==> config.mk <==
export PLATFORM = sky130hd
export DESIGN_NAME = touch_point_smoother_tracker
export DESIGN_NICKNAME = d
export VERILOG_FILES = /design/src/rtl/tpst_pkg.sv /design/src/rtl/touch_point_smoother_tracker.sv
export VERILOG_INCLUDE_DIRS = /design/src /design/src/rtl
export SDC_FILE = /design/constraint.sdc
export NUM_CORES = 1
export LEC_CHECK = 0
export BUFFER_PORTS_ARGS = -buffer_cell sky130_fd_sc_hd__buf_4
export CAP_MARGIN = 40
export CORE_AREA = 10 10 220 222
export DETAILED_ROUTE_END_ITERATION = 6
export DIE_AREA = 0 0 230 232
export GPL_TIMING_DRIVEN = 1
export PLACE_DENSITY = 0.71
export SETUP_SLACK_MARGIN = 0.05
export SLEW_MARGIN = 20
export SYNTH_ARGS = -nofsm -noshare
export SYNTH_HDL_FRONTEND = slang
export SYNTH_SLANG_ARGS = --single-unit
export TNS_END_PERCENT = 1
==> constraint.sdc <==
create_clock -name clk -period 28.6 [get_ports clk]
set_clock_uncertainty 0.05 [all_clocks]
set_input_delay 4.29 -clock clk [delete_from_list [all_inputs] [get_ports clk]]
set_output_delay 4.29 -clock clk [all_outputs]
set_load 0.005 [all_outputs]
==> src/rtl/touch_point_smoother_tracker_assert.svh <==
// Assertion macros for the touch point smoother and tracker.
// Expects signals named clk and arst_n in the scope where a macro is used.
`ifndef TOUCH_POINT_SMOOTHER_TRACKER_ASSERT_SVH
`define TOUCH_POINT_SMOOTHER_TRACKER_ASSERT_SVH

// A condition that must hold at every clock edge out of reset.
`define TPST_ASSERT_ALWAYS(label, cond, msg) \
	label: assert property (@(posedge clk) disable iff (!arst_n) (cond)) \
		else $error(msg);

// A condition that must hold in the cycle after the trigger.
`define TPST_ASSERT_NEXT(label, trig, cond, msg) \
	label: assert property (@(posedge clk) disable iff (!arst_n) (trig) |=> (cond)) \
		else $error(msg);

`endif

==> src/rtl/tpst_pkg.sv <==
// Package of the touch point smoother and tracker: register indexes,
// field widths, reset values and dead band thresholds. No dependencies.
`default_nettype none

package tpst_pkg;

	// Field widths fixed by the record format.
	localparam int ID_W   = 4;
	localparam int RAWX_W = 12;
	localparam int RAWY_W = 16;
	localparam int WLIM_W = 16;
	localparam int HLIM_W = 13;
	localparam int CFG_W  = 16;

	// Default sizes of the tracker.
	localparam int MAX_IDS_DEF     = 10;
	localparam int MAX_RECORDS_DEF = 10;

	// Configuration register indexes.
	typedef logic [0:0] cfg_index_t;
	localparam cfg_index_t CFG_SCREEN_WIDTH  = 1'b0;
	localparam cfg_index_t CFG_SCREEN_HEIGHT = 1'b1;

	// Reset values of the screen limits.
	localparam logic [WLIM_W-1:0] WLIM_RESET = 16'd65535;
	localparam logic [HLIM_W-1:0] HLIM_RESET = 13'd4096;

	// Input kind codes.
	localparam logic KIND_CONTACT = 1'b0;
	localparam logic KIND_EMPTY   = 1'b1;

	// Dead band: a single axis moves above BIG, a joint move also needs the
	// other axis above SMALL.
	localparam int DB_BIG   = 3;
	localparam int DB_SMALL = 1;

endpackage

`default_nettype wire

==> src/rtl/touch_point_smoother_tracker.sv <==
// Top level of the touch point smoother and tracker.
// Depends on tpst_pkg and on touch_point_smoother_tracker_assert.svh.
//
// Takes one contact record (or one empty frame marker) per transaction and
// delivers at most one smoothed point per record, axes swapped. Each
// accepted record is fully processed in the cycle it is accepted: the per-ID
// position and flag registers are read, averaged, dead band filtered and
// written back in that cycle, and the point lands in a single output
// register in the cycle after. An item can therefore be accepted every cycle,
// and in_ready stays high while that output register is empty or being
// taken in the same cycle; a stalled output holds the input off.
// Configuration writes take effect at the next edge and are meant for idle
// periods only.
`default_nettype none

module touch_point_smoother_tracker
	import tpst_pkg::*;
#(
	parameter int MAX_IDS     = MAX_IDS_DEF,
	parameter int MAX_RECORDS = MAX_RECORDS_DEF
) (
	input  wire logic              clk,
	input  wire logic              arst_n,
	// Configuration write port.
	input  wire logic              cfg_we,
	input  wire cfg_index_t        cfg_index,
	input  wire logic [CFG_W-1:0]  cfg_data,
	// Input channel.
	input  wire logic              in_valid,
	output logic                   in_ready,
	input  wire logic              kind,
	input  wire logic [ID_W-1:0]   contact_id,
	input  wire logic [RAWX_W-1:0] raw_x,
	input  wire logic [RAWY_W-1:0] raw_y,
	input  wire logic              frame_last,
	// Output channel.
	output logic                   out_valid,
	input  wire logic              out_ready,
	output logic [RAWY_W-1:0]      report_x,
	output logic [RAWX_W-1:0]      report_y,
	output logic [ID_W-1:0]        report_id
);

	localparam int IDX_W = (MAX_IDS > 1) ? $clog2(MAX_IDS) : 1;
	localparam int CNT_W = $clog2(MAX_RECORDS + 1);

	// Screen limit registers.
	logic [WLIM_W-1:0] wlim_q;
	logic [HLIM_W-1:0] hlim_q;

	// Per-ID tracking state.
	logic [RAWX_W-1:0]  last_x_q [MAX_IDS];
	logic [RAWY_W-1:0]  last_y_q [MAX_IDS];
	logic [MAX_IDS-1:0] seen_q, pres_now_q, pres_before_q;
	logic [CNT_W-1:0]   rec_cnt_q;

	// Output register.
	logic              out_valid_q;
	logic [RAWY_W-1:0] rep_x_q;
	logic [RAWX_W-1:0] rep_y_q;
	logic [ID_W-1:0]   rep_id_q;

	logic in_fire;
	assign in_ready = !out_valid_q || out_ready;
	assign in_fire  = in_valid && in_ready;

	// Configuration writes.
	always_ff @(posedge clk or negedge arst_n) begin
		if (!arst_n) begin
			wlim_q <= WLIM_RESET;
			hlim_q <= HLIM_RESET;
		end else if (cfg_we) begin
			case (cfg_index)
				CFG_SCREEN_WIDTH:  wlim_q <= cfg_data[WLIM_W-1:0];
				CFG_SCREEN_HEIGHT: hlim_q <= cfg_data[HLIM_W-1:0];
				default: ;
			endcase
		end
	end

	// Record classification.
	logic             id_ok, room, upd;
	logic [IDX_W-1:0] idx;
	assign id_ok = (contact_id != '0) && (contact_id <= ID_W'(MAX_IDS));
	assign idx   = IDX_W'(contact_id - ID_W'(1));
	assign room  = rec_cnt_q < CNT_W'(MAX_RECORDS);
	assign upd   = in_fire && (kind == KIND_CONTACT) && room && id_ok;

	// Averaging and dead band. An unseen ID starts from the raw point itself.
	logic [RAWX_W-1:0] base_x, avg_x, dx, new_x;
	logic [RAWY_W-1:0] base_y, avg_y, dy, new_y;
	logic [RAWX_W:0]   sum_x;
	logic [RAWY_W:0]   sum_y;
	logic              dx_big, dy_big, dx_mid, dy_mid, joint, in_bounds;

	always_comb begin
		base_x = seen_q[idx] ? last_x_q[idx] : raw_x;
		base_y = seen_q[idx] ? last_y_q[idx] : raw_y;
		sum_x  = {1'b0, base_x} + {1'b0, raw_x};
		sum_y  = {1'b0, base_y} + {1'b0, raw_y};
		avg_x  = sum_x[RAWX_W:1];
		avg_y  = sum_y[RAWY_W:1];
		dx     = (avg_x > base_x) ? (avg_x - base_x) : (base_x - avg_x);
		dy     = (avg_y > base_y) ? (avg_y - base_y) : (base_y - avg_y);
		dx_big = dx > RAWX_W'(DB_BIG);
		dy_big = dy > RAWY_W'(DB_BIG);
		dx_mid = dx > RAWX_W'(DB_SMALL);
		dy_mid = dy > RAWY_W'(DB_SMALL);
		joint  = (dx_big && dy_mid) || (dx_mid && dy_big);
		new_x  = (joint || dx_big) ? avg_x : base_x;
		new_y  = (joint || dy_big) ? avg_y : base_y;
		in_bounds = (new_y < wlim_q) && ({1'b0, new_x} < hlim_q);
	end

	// Next values of the flags and the record counter, frame end included.
	logic [MAX_IDS-1:0] seen_d, now_d, before_d;
	logic [CNT_W-1:0]   cnt_d;

	always_comb begin
		seen_d   = seen_q;
		now_d    = pres_now_q;
		before_d = pres_before_q;
		cnt_d    = rec_cnt_q;
		if (in_fire) begin
			if (kind == KIND_EMPTY) begin
				seen_d   = '0;
				now_d    = '0;
				before_d = '0;
				cnt_d    = '0;
			end else begin
				if (room) begin
					cnt_d = rec_cnt_q + CNT_W'(1);
				end
				if (upd) begin
					seen_d[idx] = 1'b1;
					now_d[idx]  = 1'b1;
				end
				if (frame_last) begin
					seen_d   = seen_d & ~(before_d & ~now_d);
					before_d = now_d;
					now_d    = '0;
					cnt_d    = '0;
				end
			end
		end
	end

	always_ff @(posedge clk or negedge arst_n) begin
		if (!arst_n) begin
			seen_q        <= '0;
			pres_now_q    <= '0;
			pres_before_q <= '0;
			rec_cnt_q     <= '0;
		end else begin
			seen_q        <= seen_d;
			pres_now_q    <= now_d;
			pres_before_q <= before_d;
			rec_cnt_q     <= cnt_d;
		end
	end

	// Stored positions; only read once the seen flag is set, so no reset.
	always_ff @(posedge clk) begin
		if (upd) begin
			last_x_q[idx] <= new_x;
			last_y_q[idx] <= new_y;
		end
	end

	// Output register: loads a point that lies on screen.
	always_ff @(posedge clk or negedge arst_n) begin
		if (!arst_n) begin
			out_valid_q <= 1'b0;
		end else if (upd && in_bounds) begin
			out_valid_q <= 1'b1;
		end else if (out_ready) begin
			out_valid_q <= 1'b0;
		end
	end

	always_ff @(posedge clk) begin
		if (upd && in_bounds) begin
			rep_x_q  <= new_y;
			rep_y_q  <= new_x;
			rep_id_q <= contact_id;
		end
	end

	assign out_valid = out_valid_q;
	assign report_x  = rep_x_q;
	assign report_y  = rep_y_q;
	assign report_id = rep_id_q;

	// Checks on the tracking state.
	`include "touch_point_smoother_tracker_assert.svh"

	`TPST_ASSERT_ALWAYS(a_cnt_range, rec_cnt_q <= CNT_W'(MAX_RECORDS), "record count overflow")
	`TPST_ASSERT_ALWAYS(a_now_seen, (pres_now_q & ~seen_q) == '0, "present ID not seen")
	`TPST_ASSERT_NEXT(a_empty_clear, in_fire && kind == KIND_EMPTY, seen_q == '0 && pres_before_q == '0 && rec_cnt_q == '0, "empty frame left state")
	`TPST_ASSERT_NEXT(a_frame_end, in_fire && kind == KIND_CONTACT && frame_last, pres_now_q == '0 && rec_cnt_q == '0, "frame end left state")
	`TPST_ASSERT_ALWAYS(a_out_id, !out_valid_q || (rep_id_q != '0 && rep_id_q <= ID_W'(MAX_IDS)), "bad report id")

endmodule

`default_nettype wire

# ---- Word-level counts from Yosys, hierarchy flattened
# Memories as Yosys holds them, arrays and structs flattened.
# Cells that the tools add are included.
dict set report word_totals {
  ram_bits 280
  romBits 0
  out_inout_bits 34
  elab_cells 92
  memories 2
  latch_bits 0
  register_bits 96
  in_bits 56
}
# name depth width rd rd_clocked_by_memory_dff wr line
set memory_table {}
lappend memory_table {last_y_q 10 16 1 0 1 touch_point_smoother_tracker.sv:53} ;# logic [RAWY_W-1:0] last_y_q [MAX_IDS];
lappend memory_table {last_x_q 10 12 1 0 1 touch_point_smoother_tracker.sv:52} ;# logic [RAWX_W-1:0] last_x_q [MAX_IDS];
dict set report classes {
  n_reduce_logical 23
  n_shift 0
  add_sub_neg 8
  eq_ne 0
  bitwise_logic 8
  mul 0
  magnitude_cmp 12
  div_mod_pow 0
  muxes 29
}
# operator n
set op_table {}
lappend op_table {{$mux 10} 12}
lappend op_table {{$mux 16} 3}
lappend op_table {{$mux 12} 3}
lappend op_table {{$sub 16x16->16} 2}
lappend op_table {{$sub 12x12->12} 2}
lappend op_table {{$and 10x10->10} 2}
lappend op_table {{$not 10->10} 2}
lappend op_table {{$or 10x10->10} 2}
lappend op_table {{$add 16x16->17} 1}
lappend op_table {{$gt 16x1->1 const B} 1}
lappend op_table {{$gt 16x16->1} 1}
lappend op_table {{$gt 16x2->1 const B} 1}
lappend op_table {{$lt 16x16->1} 1}
lappend op_table {{$add 12x12->13} 1}
lappend op_table {{$lt 12x13->1} 1}
lappend op_table {{$gt 12x1->1 const B} 1}
lappend op_table {{$gt 12x12->1} 1}
lappend op_table {{$gt 12x2->1 const B} 1}
lappend op_table {{$mux 4} 3}
lappend op_table {{$logic_and 1x1->1} 10}
lappend op_table {{$reduce_and 2->1} 4}
lappend op_table {{$mux 1} 6}
lappend op_table {{$lt 4x5->1 const B} 1}
lappend op_table {{$add 4x1->4 const B} 1}
lappend op_table {{other kinds (12)} 17}

# ---- Longest topological paths before layout
dict set report depth {
  depth_word 16
  ltp_mapped 50
  ltp_nobuf 43
}

# ---- Least setup slack after synthesis
# Ideal clock, no wire load.
dict set report synth_timing {
  path_kind {input-to-reg}
  from {in contact_id[0]}
  to {reg rep_id_q[0] (netlist: report_id[0]) (enable)}
  path_slack_ps 11178
  setup_ps 461
  path_buffers 8
  arrival_time_ps 16911
  required_ps 28089
  path_stages 50
  path_cell_list {buf_2 -> buf_1 -> clkbuf_1 -> buf_1 -> inv_1 -> ha_1 -> clkbuf_1 -> inv_1 -> a2111o_1 -> nand3_1 -> buf_1 -> mux2i_1 -> inv_1 -> fa_1 -> a21o_1 -> a21oi_1 -> o21bai_1 -> a21oi_1 -> (+14 left out) -> mux2_2 -> a21oi_1 -> or2_1 -> buf_6 -> buf_6 -> mux2i_1 -> ha_1 -> a21o_1 -> a21o_1 -> a21oi_1 -> nor2b_1 -> o21ai_0 -> nand2b_1 -> a21oi_1 -> o21ai_0 -> nand2_1 -> a41oi_1 -> nor3_1}
}
dict set report synth_between {
  elab_chain_cells 15
  elab_cells_between_ends 36
  classes_between {7 x add/sub; 9 x order compare; 8 x mux; 10 x reduce/logical; 2 x memory}
}
# item line
set synth_rtl {}
lappend synth_rtl {{start, declared} touch_point_smoother_tracker.sv:32} ;# input wire logic [ID_W-1:0] contact_id,
lappend synth_rtl {{$sub 4x1->4 *} touch_point_smoother_tracker.sv:85} ;# assign idx = IDX_W'(contact_id - ID_W'(1));
lappend synth_rtl {{$bmux 1 s4} {touch_point_smoother_tracker.sv:97, touch_point_smoother_tracker.sv:98}}
lappend synth_rtl {{$mux 1 (implied by the code)} {touch_point_smoother_tracker.sv:97, touch_point_smoother_tracker.sv:98}}
lappend synth_rtl {{$mux 16 or $mux 12 (tied branches)} {touch_point_smoother_tracker.sv:98, touch_point_smoother_tracker.sv:97}}
lappend synth_rtl {{$add 16x16->17 or $add 12x12->13 (tied branches)} {touch_point_smoother_tracker.sv:100, touch_point_smoother_tracker.sv:99}}
lappend synth_rtl {{$sub 16x16->16 (tied with other cells)} touch_point_smoother_tracker.sv:104} ;# dy = (avg_y > base_y) ? (avg_y - base_y) : (base_y - avg_y);
lappend synth_rtl {{$mux 16 or $mux 12 (tied branches)} {touch_point_smoother_tracker.sv:104, touch_point_smoother_tracker.sv:103}}
lappend synth_rtl {{$gt 16x1->1 (tied with other cells)} touch_point_smoother_tracker.sv:108} ;# dy_mid = dy > RAWY_W'(DB_SMALL);
lappend synth_rtl {{$logic_and 1x1->1} touch_point_smoother_tracker.sv:109} ;# joint = (dx_big && dy_mid) || (dx_mid && dy_big);
lappend synth_rtl {{$logic_or 1x1->1} touch_point_smoother_tracker.sv:109}
lappend synth_rtl {{$logic_or 1x1->1} touch_point_smoother_tracker.sv:111} ;# new_y = (joint || dy_big) ? avg_y : base_y;
lappend synth_rtl {{$mux 16 *} touch_point_smoother_tracker.sv:111}
lappend synth_rtl {{net new_y[2]} touch_point_smoother_tracker.sv:91} ;# logic [RAWY_W-1:0] base_y, avg_y, dy, new_y;
lappend synth_rtl {{$lt 16x16->1 *} touch_point_smoother_tracker.sv:112} ;# in_bounds = (new_y < wlim_q) && ({1'b0, new_x} < hlim_q);
lappend synth_rtl {{$logic_and 1x1->1 *} touch_point_smoother_tracker.sv:112}
lappend synth_rtl {{$logic_and 1x1->1 *} touch_point_smoother_tracker.sv:182} ;# if (upd && in_bounds) begin
lappend synth_rtl {{end signal, assigned} touch_point_smoother_tracker.sv:185} ;# rep_id_q <= contact_id;
lappend synth_rtl {{end, declared} touch_point_smoother_tracker.sv:61} ;# logic [ID_W-1:0] rep_id_q;
# The timed path passes the listed nets; every way through them passes the cells marked *. The select of a mux whose other input is x is not followed.
# A chain may end at the register's enable or synchronous reset.

# ---- Worst setup path after layout
dict set report layout_timing {
  from {in contact_id[0]}
  to {reg rep_id_q[1] (netlist: report_id[1]) (enable)}
}
dict set report layout_between {
  elab_chain_cells 15
  elab_cells_between_ends 36
  classes_between {7 x add/sub; 9 x order compare; 8 x mux; 10 x reduce/logical; 2 x memory}
}
# item line
set layout_rtl {}
lappend layout_rtl {{$sub 4x1->4 *} touch_point_smoother_tracker.sv:85}
lappend layout_rtl {{$bmux 1 s4} {touch_point_smoother_tracker.sv:97, touch_point_smoother_tracker.sv:98}}
lappend layout_rtl {{$mux 1 (implied by the code)} {touch_point_smoother_tracker.sv:97, touch_point_smoother_tracker.sv:98}}
lappend layout_rtl {{$mux 16 or $mux 12 (tied branches)} {touch_point_smoother_tracker.sv:98, touch_point_smoother_tracker.sv:97}}
lappend layout_rtl {{$add 16x16->17 or $add 12x12->13 (tied branches)} {touch_point_smoother_tracker.sv:100, touch_point_smoother_tracker.sv:99}}
lappend layout_rtl {{$sub 16x16->16 (tied with other cells)} touch_point_smoother_tracker.sv:104}
lappend layout_rtl {{$mux 16 or $mux 12 (tied branches)} {touch_point_smoother_tracker.sv:104, touch_point_smoother_tracker.sv:103}}
lappend layout_rtl {{$gt 16x1->1 (tied with other cells)} touch_point_smoother_tracker.sv:108}
lappend layout_rtl {{$logic_and 1x1->1} touch_point_smoother_tracker.sv:109}
lappend layout_rtl {{$logic_or 1x1->1} touch_point_smoother_tracker.sv:109}
lappend layout_rtl {{$logic_or 1x1->1} touch_point_smoother_tracker.sv:110} ;# new_x = (joint || dx_big) ? avg_x : base_x;
lappend layout_rtl {{$mux 12 *} touch_point_smoother_tracker.sv:110}
lappend layout_rtl {{net new_x[6]} touch_point_smoother_tracker.sv:90} ;# logic [RAWX_W-1:0] base_x, avg_x, dx, new_x;
lappend layout_rtl {{$lt 12x13->1 *} touch_point_smoother_tracker.sv:112}
lappend layout_rtl {{$logic_and 1x1->1 *} touch_point_smoother_tracker.sv:112}
lappend layout_rtl {{$logic_and 1x1->1 *} touch_point_smoother_tracker.sv:182}
# Marks and branches as above.

==> out/metrics.csv <==
stage,metric,value,unit
global_route,met1_usage,0.250,
floorplanning,die_h,232,um
setup_path,critPathLaunchType,input pin,
floorplanning,rows,77,
clock_network,cts_buffer_depth,3,
cells_and_area,final_layout_size_suffix_gt1_frac,0.187,
timing,min_period,16.38,ns
routing,postRouteAntennaNets,0,
setup_path,rrSetupSlack,17.34,ns
setup_path,cp_max_fo,56,
timing,post-route-period-util,0.573,
setup_path,r2r-end,report_id[1],
placed_design,port_buffers,89,
logic_synthesis,synth_top_area_frac,0.480,
status,status,"complete, no violations",
clock_network,cts_resized,0,
clock_network,clock_latency,0.53,ns
cells_and_area,nNetsFinal,1788,
floorplanning,start_util,0.444,
clock_network,cts-root-buf,clkbuf_16,
routing,via_per_inst,5.76,
setup_path,path_buf_inv,7,
logic_synthesis,synth_top_area_cell,edfxtp_1,
routing,routed_wl,49500,um
routing,firstDrtPassIters,5,
setup_path,crit_path_end_kind,flip-flop,
setup_path,rr_startpoint,seen_q[8],
timing,grt_setup_unrepaired,false,
timing,finalHoldViolations,0,
timing,timing.setup.tns,0,ns
timing,worst_pin_slew,0.905,ns
timing,setup_viol,0,
floorplanning,io_pins,90,
clock_network,cts_made_buffers,34,
logic_synthesis,synth-seq-area-share,0.564,
global_route,grt_antenna_before_repair,0,
setup_path,cp.arrival,16.50,ns
floorplanning,dieArea,53400,um2
pwr,peakVddDrop,46.3,uV
setup_path,cp.required,28.72,ns
cells_and_area,fin_area,22300,um2
routing,drc_errors,0,
placed_design,hpwlAfterDp,35400,um
logic_synthesis,synth.distinct_cells,80,
timing,slew_violations,0,
setup_path,critPathMostFrequentCell,a21oi_1,
logic_synthesis,synthTopCellsByArea,"edfxtp_1, ha_1, mux4_2",
logic_synthesis,synthCells,1500,
pwr,powerDensity,69.6,nW/um2
global_route,grt_pass1_vias,12975,
setup_path,cp.depth,43,
flow_run,cap_violations,0,
setup_path,crit_end,report_id[1],
routing,vias,12867,
routing,wl_per_cell,22.1,um
timing,fmax,0.0610,GHz
global_route,grt.overflow.total,0,
logic_synthesis,ys_top_cells_by_count,"edfxtp_1, inv_1, ha_1, o21ai_0, mux2i_1",
global_route,grt_usage,0.183,
floorplanning,die_x,230,um
clock_network,post-cts-setup-buffers,0,
logic_synthesis,postSynthAreaPerCell,13.0,um2
global_route,grt.met2_usage,0.302,
clock_network,cts_tree,yes,
logic_synthesis,synth-async-reset-ratio,0.170,
cells_and_area,area_growth,14.2,%
pwr,leakage,8.68,nW
logic_synthesis,syn_nets,1673,
hold_path,hold_path_class,reg -> reg,
clock_network,cts_max_level,2,
logic_synthesis,ys_warn_count,0,
timing,slew_headroom,0.397,
clock_network,hold_buffers,0,
setup_path,rr_worst_depth,39,
setup_path,slowest_delay,0.75,ns
routing,dr.first_iter.drc_count,1299,
placed_design,postPlaceCellArea,21000,um2
clock_network,clock_sinks,376,
global_route,grt_start_max_net_pins,65,
pwr,power.total,1.55,mW
floorplanning,core-area,43900,um2
logic_synthesis,synth_edf_count,312,
setup_path,slowest_stage,nor4_1,
logic_synthesis,synth_most_common_cell,edfxtp_1,
timing,whs,0.436,ns
logic_synthesis,ys.flop_type,edfxtp_1,
cells_and_area,insertedDiodeCount,0,
clock_network,clk_pin_slew,0.06,ns
global_route,grt_use_met3,0.0253,
setup_path,cp_top_family,simple AND/OR/NAND/NOR gates,
global_route,grt_pass1_wl,76900,um
placed_design,gp_congestion,0.903,
logic_synthesis,synth_area,19500,um2
setup_path,critPathKind,in -> reg,
setup_path,critPathLaunch,contact_id[0],
global_route,busiest_layer,met2,
logic_synthesis,synth-seq-cells,376,
[through the flow]
step	setup slack [ns]	util	std cells
after global placement	11.42	0.477	2158
after detailed placement	11.37	0.479	2169
after CTS	11.89	0.506	2231
after floorplan	11.18	-	1500
after global routing	11.15	0.507	2233
final	12.22	0.507	2233
[registers in the layout, summed over array words and instances, names as in the netlist]
register	flops
report_y	12
hlim_q	13
rec_cnt_q	4
seen_q	10
pres_now_q	10
wlim_q	16
report_x	16
report_id	4
out_valid	1
pres_before_q	10
last_y_q	160
last_x_q	120
[worst min-delay path, stage by stage (launching register included)]
cell	delay (ns)
dfrtp_1	0.35
nand2_1	0.05
o21ai_0	0.06
[how the worst min path moves through the flow]
stage	endpoint	cells past startpoint	from
after global placement	pres_before_q[0]	2	pres_before_q[0]
after global routing	hlim_q[2]	1	hlim_q[2]
after detailed placement	pres_before_q[7]	2	pres_before_q[7]
after floorplan	seen_q[8]	1	seen_q[8]
after CTS	pres_before_q[7]	2	pres_before_q[7]
final	pres_before_q[0]	2	pres_before_q[0]
[cell families after synthesis]
group / share of synthesized area
and+or+nand+nor: 0.0731
xor gates and xnor gates: 0.0197
buffers and inverters: 0.0357
adders and majority gates: 0.0774
muxes: 0.120
DFF: 0.564
AOI/OAI and AO/OA: 0.111
[cell type report]
cell class / count / area (um2)
clock buffer: 46 / 1010
clock inverter: 16 / 191
fill: 3771 / 21700
inverter: 116 / 435
multi-input combinational: 948 / 7840
sequential: 376 / 11000
tap: 592 / 741
timing repair buffer: 139 / 1060
[where the power goes]
part | total (mW) | leakage (nW) | switching (mW) | internal (mW)
logic | 0.421 | 4.48 | 0.260 | 0.161
registers | 0.648 | 3.61 | 0.00733 | 0.640
clock network | 0.482 | 0.584 | 0.195 | 0.286
[cell usage in the layout, fill, tap and decap left out, drive strengths merged, types with 9 or more instances in the layout]
master and count:
a21oi 85, clkbuf 47, nand4 14, o21ai 92, o21a 15, xnor2 28
nor2b 10, a211oi 9, and2 14, nor3 21, inv 116, mux2 18
edfxtp 312, xor2 15, dfstp 17, nand2b 25, ha 111, dfrtp 47
nand3 13, mux2i 83, mux4 58, o22ai 28, buf 138, nor2 70
clkinv 9, nand2 78, a31oi 21, a21o 27
[metal layers]
metal | share of wire | wire length (um)
met5 | 0 | 0
met4 | 0.022 | 1070
met3 | 0.069 | 3420
met2 | 0.48 | 23600
met1 | 0.43 | 21400
No activity file was read; power rests on OpenSTA's default activity.
